[src/design/tpe_pkg.sv]
`timescale 1ns / 1ps
// Package for the timer pool engine: command and result structs,
// action codes, slot and sequencer state types, sizing constants.
// No dependencies.
package tpe_pkg;

  localparam int TPE_TIMER_SLOTS = 8;
  localparam int TPE_MAX_RESULTS = 8;
  localparam int TPE_RES_CNT_W   = 4;
  localparam int TPE_RES_IDX_W   = 3;

  typedef enum logic [2:0] {
    ACT_TICK   = 3'd0,
    ACT_CREATE = 3'd1,
    ACT_START  = 3'd2,
    ACT_STOP   = 3'd3,
    ACT_RESET  = 3'd4,
    ACT_POLL   = 3'd5
  } tpe_action_t;

  typedef enum logic [1:0] {
    SLOT_STOPPED = 2'd0,
    SLOT_RUNNING = 2'd1,
    SLOT_EXPIRED = 2'd2
  } tpe_slot_state_t;

  typedef enum logic [1:0] {
    FSM_IDLE  = 2'd0,
    FSM_SWEEP = 2'd1,
    FSM_EMIT  = 2'd2
  } tpe_fsm_t;

  typedef struct packed {
    logic [2:0]  action;
    logic [3:0]  target_timer;
    logic [31:0] period;
    logic        periodic;
  } tpe_cmd_t;

  typedef struct packed {
    logic [3:0]  slot;
    logic        fired;
    logic        running;
    logic [31:0] tick_now;
    logic        last;
  } tpe_rsp_t;

endpackage

[src/design/tpe_ram.sv]
`timescale 1ns / 1ps
// Generic RAM: one write port, one read port with registered read data.
// No dependencies.
module tpe_ram #(
  parameter int WIDTH  = 32,
  parameter int DEPTH  = 8,
  parameter int ADDR_W = (DEPTH > 1) ? $clog2(DEPTH) : 1
) (
  input  logic              clk,
  input  logic              we,
  input  logic [ADDR_W-1:0] waddr,
  input  logic [WIDTH-1:0]  wdata,
  input  logic [ADDR_W-1:0] raddr,
  output logic [WIDTH-1:0]  rdata
);

  logic [WIDTH-1:0] mem [DEPTH];

  always_ff @(posedge clk) begin
    if (we) begin
      mem[waddr] <= wdata;
    end
    rdata <= mem[raddr];
  end

endmodule

[src/design/timer_pool_engine.sv]
`timescale 1ns / 1ps
// Timer pool engine top level: command sequencer, slot sweep and result drain.
// Depends on tpe_pkg and tpe_ram.
//
// A bank of TIMER_SLOTS timer slots driven by one command at a time. Each
// command (tick, create, start, stop, reset count, poll) walks every slot once
// through a single shared update unit, one slot per cycle, with the elapsed
// and period values held in two small RAMs read one slot ahead. A command
// therefore holds the block through accept, the sweep and the read latency,
// then through its results, which wait while rsp_stall is high (a poll gives
// one result per expired slot, up to eight, else a single result); cmd_stall
// stays high until the last result transfers.
// The running flag of every result reflects the target slot after the sweep.
module timer_pool_engine
  import tpe_pkg::*;
#(
  parameter int TIMER_SLOTS = TPE_TIMER_SLOTS
) (
  input  logic     clk,
  input  logic     rst,
  input  logic     cmd_valid,
  output logic     cmd_stall,
  input  tpe_cmd_t cmd,
  output logic     rsp_valid,
  input  logic     rsp_stall,
  output tpe_rsp_t rsp
);

  localparam int IDX_W = (TIMER_SLOTS > 1) ? $clog2(TIMER_SLOTS) : 1;
  localparam int CNT_W = $clog2(TIMER_SLOTS + 1);
  localparam int HIT_W = (IDX_W > 4) ? IDX_W : 4;

  tpe_fsm_t state, state_next;

  tpe_cmd_t               cmd_reg;
  logic [31:0]            tick_count;
  logic [CNT_W-1:0]       idx;
  logic                   proc_valid;
  logic [IDX_W-1:0]       proc_idx;
  tpe_slot_state_t        slot_state [TIMER_SLOTS];
  logic [TIMER_SLOTS-1:0] in_use;
  logic [TIMER_SLOTS-1:0] reload;
  logic                   claimed;
  logic [3:0]             res_slot;
  logic [TPE_RES_CNT_W-1:0] fire_cnt;
  logic [3:0]             fire_q [TPE_MAX_RESULTS];
  logic                   run_flag;
  logic [TPE_RES_IDX_W-1:0] emit_ptr;

  logic cmd_take;
  logic rsp_take;
  logic sweep_on;
  logic sweep_end;
  logic rsp_last;
  logic polled;
  logic [TPE_RES_CNT_W-1:0] res_total;

  logic [31:0]     elapsed_rd;
  logic [31:0]     period_rd;
  logic [31:0]     elapsed_inc;
  tpe_slot_state_t cur_st;
  tpe_slot_state_t new_st;
  logic            cur_use;
  logic            cur_rel;
  logic            new_use;
  logic            new_rel;
  logic            hit;
  logic            el_we;
  logic [31:0]     el_wd;
  logic            pe_we;
  logic            claim;
  logic            fire;

  tpe_ram #(
    .WIDTH (32),
    .DEPTH (TIMER_SLOTS),
    .ADDR_W(IDX_W)
  ) u_elapsed_ram (
    .clk  (clk),
    .we   (el_we),
    .waddr(proc_idx),
    .wdata(el_wd),
    .raddr(idx[IDX_W-1:0]),
    .rdata(elapsed_rd)
  );

  tpe_ram #(
    .WIDTH (32),
    .DEPTH (TIMER_SLOTS),
    .ADDR_W(IDX_W)
  ) u_period_ram (
    .clk  (clk),
    .we   (pe_we),
    .waddr(proc_idx),
    .wdata(cmd_reg.period),
    .raddr(idx[IDX_W-1:0]),
    .rdata(period_rd)
  );

  assign sweep_end = (idx == CNT_W'(TIMER_SLOTS));
  assign cmd_take  = cmd_valid && !cmd_stall;
  assign rsp_take  = rsp_valid && !rsp_stall;
  assign polled    = (cmd_reg.action == ACT_POLL) && (fire_cnt != '0);
  assign res_total = polled ? fire_cnt : TPE_RES_CNT_W'(1);
  assign rsp_last  = (TPE_RES_CNT_W'({1'b0, emit_ptr}) + TPE_RES_CNT_W'(1)) == res_total;

  always_comb begin
    state_next = state;
    case (state)
      FSM_IDLE: begin
        if (cmd_valid) begin
          state_next = FSM_SWEEP;
        end
      end
      FSM_SWEEP: begin
        if (sweep_end) begin
          state_next = FSM_EMIT;
        end
      end
      FSM_EMIT: begin
        if (rsp_take && rsp_last) begin
          state_next = FSM_IDLE;
        end
      end
      default: state_next = FSM_IDLE;
    endcase
  end

  always_comb begin
    cmd_stall = (state != FSM_IDLE);
    rsp_valid = (state == FSM_EMIT);
    sweep_on  = (state == FSM_SWEEP);
  end

  always_comb begin
    rsp.slot     = polled ? fire_q[emit_ptr] : res_slot;
    rsp.fired    = polled;
    rsp.running  = run_flag;
    rsp.tick_now = tick_count;
    rsp.last     = rsp_last;
  end

  // per-slot update unit
  always_comb begin
    cur_st      = slot_state[proc_idx];
    cur_use     = in_use[proc_idx];
    cur_rel     = reload[proc_idx];
    elapsed_inc = elapsed_rd + 32'd1;
    hit         = HIT_W'(cmd_reg.target_timer) == HIT_W'(proc_idx);
    new_st      = cur_st;
    new_use     = cur_use;
    new_rel     = cur_rel;
    el_we       = 1'b0;
    el_wd       = '0;
    pe_we       = 1'b0;
    claim       = 1'b0;
    fire        = 1'b0;
    if (proc_valid) begin
      case (cmd_reg.action)
        ACT_TICK: begin
          if (cur_st == SLOT_RUNNING) begin
            el_we = 1'b1;
            el_wd = elapsed_inc;
            if (elapsed_inc >= period_rd) begin
              new_st = SLOT_EXPIRED;
            end
          end
        end
        ACT_CREATE: begin
          if (!claimed && (cmd_reg.period != '0) && !cur_use) begin
            new_use = 1'b1;
            new_st  = SLOT_STOPPED;
            new_rel = cmd_reg.periodic;
            el_we   = 1'b1;
            pe_we   = 1'b1;
            claim   = 1'b1;
          end
        end
        ACT_START: begin
          if (hit && cur_use) begin
            el_we  = 1'b1;
            new_st = SLOT_RUNNING;
          end
        end
        ACT_STOP: begin
          if (hit) begin
            new_st = SLOT_STOPPED;
          end
        end
        ACT_RESET: begin
          if (hit) begin
            el_we = 1'b1;
          end
        end
        ACT_POLL: begin
          if ((cur_st == SLOT_EXPIRED) && (fire_cnt != TPE_RES_CNT_W'(TPE_MAX_RESULTS))) begin
            fire = 1'b1;
            if (cur_rel) begin
              el_we  = 1'b1;
              new_st = SLOT_RUNNING;
            end else begin
              new_st = SLOT_STOPPED;
            end
          end
        end
        default: begin
        end
      endcase
    end
  end

  always_ff @(posedge clk) begin
    if (rst) begin
      state      <= FSM_IDLE;
      tick_count <= '0;
      idx        <= '0;
      proc_valid <= 1'b0;
      proc_idx   <= '0;
      in_use     <= '0;
      reload     <= '0;
      claimed    <= 1'b0;
      res_slot   <= 4'(TIMER_SLOTS);
      fire_cnt   <= '0;
      run_flag   <= 1'b0;
      emit_ptr   <= '0;
      for (int i = 0; i < TIMER_SLOTS; i++) begin
        slot_state[i] <= SLOT_STOPPED;
      end
    end else begin
      state      <= state_next;
      proc_valid <= sweep_on && !sweep_end;
      proc_idx   <= idx[IDX_W-1:0];
      if (cmd_take) begin
        cmd_reg  <= cmd;
        idx      <= '0;
        claimed  <= 1'b0;
        res_slot <= 4'(TIMER_SLOTS);
        fire_cnt <= '0;
        run_flag <= 1'b0;
        emit_ptr <= '0;
        if (cmd.action == ACT_TICK) begin
          tick_count <= tick_count + 32'd1;
        end
      end else if (sweep_on && !sweep_end) begin
        idx <= idx + CNT_W'(1);
      end
      if (proc_valid) begin
        slot_state[proc_idx] <= new_st;
        in_use[proc_idx]     <= new_use;
        reload[proc_idx]     <= new_rel;
        if (claim) begin
          claimed  <= 1'b1;
          res_slot <= 4'(proc_idx);
        end
        if (fire) begin
          fire_q[fire_cnt[TPE_RES_IDX_W-1:0]] <= 4'(proc_idx);
          fire_cnt <= fire_cnt + TPE_RES_CNT_W'(1);
        end
        if (hit) begin
          run_flag <= (new_st == SLOT_RUNNING);
        end
      end
      if (rsp_take && !rsp_last) begin
        emit_ptr <= emit_ptr + TPE_RES_IDX_W'(1);
      end
    end
  end

endmodule

[config.mk]
export PLATFORM = sky130hd
export DESIGN_NAME = timer_pool_engine
export DESIGN_NICKNAME = d
export VERILOG_FILES = /design/src/design/tpe_pkg.sv /design/src/design/tpe_ram.sv /design/src/design/timer_pool_engine.sv
export SDC_FILE = /design/constraint.sdc
export NUM_CORES = 1
export LEC_CHECK = 0
export BUFFER_PORTS_ARGS = -buffer_cell sky130_fd_sc_hd__clkbuf_2
export CORE_ASPECT_RATIO = 1.4
export CORE_MARGIN = 8
export CORE_UTILIZATION = 25
export CTS_CLUSTER_SIZE = 14
export DETAILED_ROUTE_END_ITERATION = 7
export PLACE_DENSITY_LB_ADDON = 0.12
export SLEW_MARGIN = 40
export SYNTH_ARGS = -nofsm -noshare
export SYNTH_HDL_FRONTEND = slang
export SYNTH_HIERARCHICAL = 1
export SYNTH_SLANG_ARGS = --single-unit
export TNS_END_PERCENT = 50
[constraint.sdc]
create_clock -name clk -period 7.88 [get_ports clk]
set_clock_uncertainty 0.05 [all_clocks]
set_input_delay 2.364 -clock clk [delete_from_list [all_inputs] [get_ports clk]]
set_output_delay 2.364 -clock clk [all_outputs]
set_load 0.03 [all_outputs]
==> impl_results.md <==
* Clk sinks at 730
* Mapped cell area at 0.0291 mm^2
* Post-synth ARST share at 0%
* IO Port Bufs at 84
* Yosys warnings at 6
* Area Growth Syn to Fin at 16.3%
* Placer Congestion at 0.713
* HPWL Detailed at 43200 um
* Root Buffer: clkbuf_16
* DRC viols at 0
* Min Clock Period, post-route at 5.30 ns
* CTS Buffer Depth at 3
* CTS Buf Count at 73
* Final setup fails at 0
* Worst Hold Slack at 0.415 ns
* Vias/cell at 4.40
* Worst endpoint required time at 5.47 ns
* Setup bufs post-CTS at 0
* Seq cells post-synth at 730
* Syn_area_per_cell at 17.7 um^2
* Min-Delay Path Class: reg2reg
* Initial antenna violation count at 1
* Vias in the first global route at 15833
* Resized cells post-CTS at 0
* Sequential area share after synthesis at 70.6%
* Cell variety after synth at 66
* Layout cells sized above 1 at 21.3%
* RSZ-0062 raised after global routing: no
* ANT nets after route at 0
* Pleak at 10.8 nW
* Critical-path cell list: inv_1 > ha_1 > a211oi_4 > o21ai_0 > a22o_1 > and2_1 > clkbuf_2
* Row cnt at 148
* DR vias at 14626
* Antenna diodes at 0
* Max_slew headroom at 47.1%
* WL final at 70900 um
* WL/cell at 21.3 um
* Crit path DAT at 2.88 ns
* Status: completed
* CTS clk-pin slew, worst paths at 0.06 ns
* Slew Viols, Final at 0
* Type of origin of the critical path: flip-flop
* Core footprint at 0.116 mm^2
* Synth area leaders: edfxtp_1 61%, dfxtp_1 9.5%, mux4_1 7.2%
* Final period util at 67.2%
* Die X at 304 um
* Max Cap Viol at 0
* List of most frequent post-synthesis cells: 592 x edfxtp_1, 138 x dfxtp_1, 119 x nor2_1
* Post-CTS Hold Fix Bufs at 0
* Overflow after GRT at 0
* Initial DRT Pass Iterations at 5
* Top cell type by total area after synthesis: edfxtp_1
* Critical-path top delay cell: dfxtp_1
* Worst path bufs/invs at 2
* Net Count, Synth at 1724
* Dpl cell area at 0.0314 mm^2
* Top cell type's share of synthesized area at 61.1%
* Total GRT Usage at 11.0%
* Worst-margin pin slew at 0.791 ns
* Synthesized instance count at 1641
* Crit-path max cell delay at 0.52 ns
* Die area at 0.128 mm^2
* H-tree level count at 3
* Worst skew pair latency at 0.64 ns
* Pwr/cell area at 238 mW/mm^2
* Post-Place Cells at 3191
* First-pass GRT wire length at 105000 um
* Endpoint class of the critical path: primary output
* Die H at 420 um
* Count of final hold-check violations at 0
* Largest net degree at the start of global routing at 56
* Final #Nets at 1849
* Top_reg_cell synth: edfxtp_1
* Sum Neg Setup Slack at 0 ns
* CP max FO at 10
* CTS tree: yes
* VDD IR max at 0.153 mV
* Initial core utilization at 25.1%
* CP top delay family: compound AO/OA/AOI/OAI gates
* Design area at 0.0338 mm^2
* DRT iter0 DRCs at 707
* Boundary pin count at 85
* Non-Filler Instances at 3327
* Max Clk Rate at 189 MHz
* Most common cell in the netlist: edfxtp_1
* EDFF count, synth at 592
* CP Class: reg2out
layer usage:
metal / vias to the layer above / global-route usage [%] / wire (um)
li1: 6732 / - / -
met1: 7636 / 13.1 / 30600
met2: 182 / 20.1 / 37000
met3: 76 / 1.66 / 1930
met4: 0 / 3.60 / 1440
met5: - / 0 / 0
worst reg2reg max path: stages, from the launching register on:
cell and delay, ns:
dfxtp_1 0.42, and3_1 0.30, nand4_1 0.37, nor4_1 0.59, and2_1 0.27, nand3_1 0.10, xnor2_1 0.17, ha_1 0.32
nand4_1 0.20, or4_1 0.56, o21ai_1 0.58, a32oi_2 0.35, nor3_1 0.22
metrics by stage:
step | setup slack (ns) | utilization (%) | power, mW
floorplan | 2.92 | - | 4.53
global placement | 2.94 | 27.1 | 4.65
global route | 2.36 | 29.2 | 8.36
CTS | 2.45 | 29.2 | 8.20
detailed placement | 3.12 | 27.1 | 4.65
finish | 2.58 | 29.2 | 8.06
path summary, 6_finish.rpt:
kind                      endpoint  slack (ns)              startpoint  cells after the start
setup reg to reg  slot_state[5][1]        3.21  u_elapsed_ram/rdata[2]                     12
hold reg to reg            claimed        0.42                 claimed                      2
hold / removal             claimed        0.42                 claimed                      2
setup / recovery            rsp[0]        2.58             fire_cnt[1]                      7
where the power goes:
part	internal (mW)	switching, mW
Clock	2.01	1.49
Combinational	0.141	0.169
Sequential	4.19	0.0637
layout make-up:
cell class | instances | area, um^2
Sequential cell | 730 | 20600
Timing Repair Buffer | 117 | 716
Tap cell | 1500 | 1880
Multi-Input combinational cell | 799 | 8110
Inverter | 45 | 169
Clock buffer | 104 | 2110
Fill cell | 11536 | 82100
Clock inverter | 32 | 302
cells in the final DEF, fill, tap and decap left out, drive strengths merged, types with 33 or more instances in the layout:
master	count
edfxtp	592
clkbuf	187
mux4	140
dfxtp	138
nor2	119
mux2	70
nand2	64
inv	48
nand3	42
xor2	41
ha	39
a21oi	38
buf	34
and3	33
cells by family after synthesis:
group	share of synthesized area (%)
DFF	70.6
and+or+nand+nor	6.56
muxes	14.8
buffers and inverters	1.96
AOI/OAI and AO/OA	2.42
xor gates and xnor gates	2.02
adders and majority gates	1.68
No activity file was read; power rests on OpenSTA's default activity.
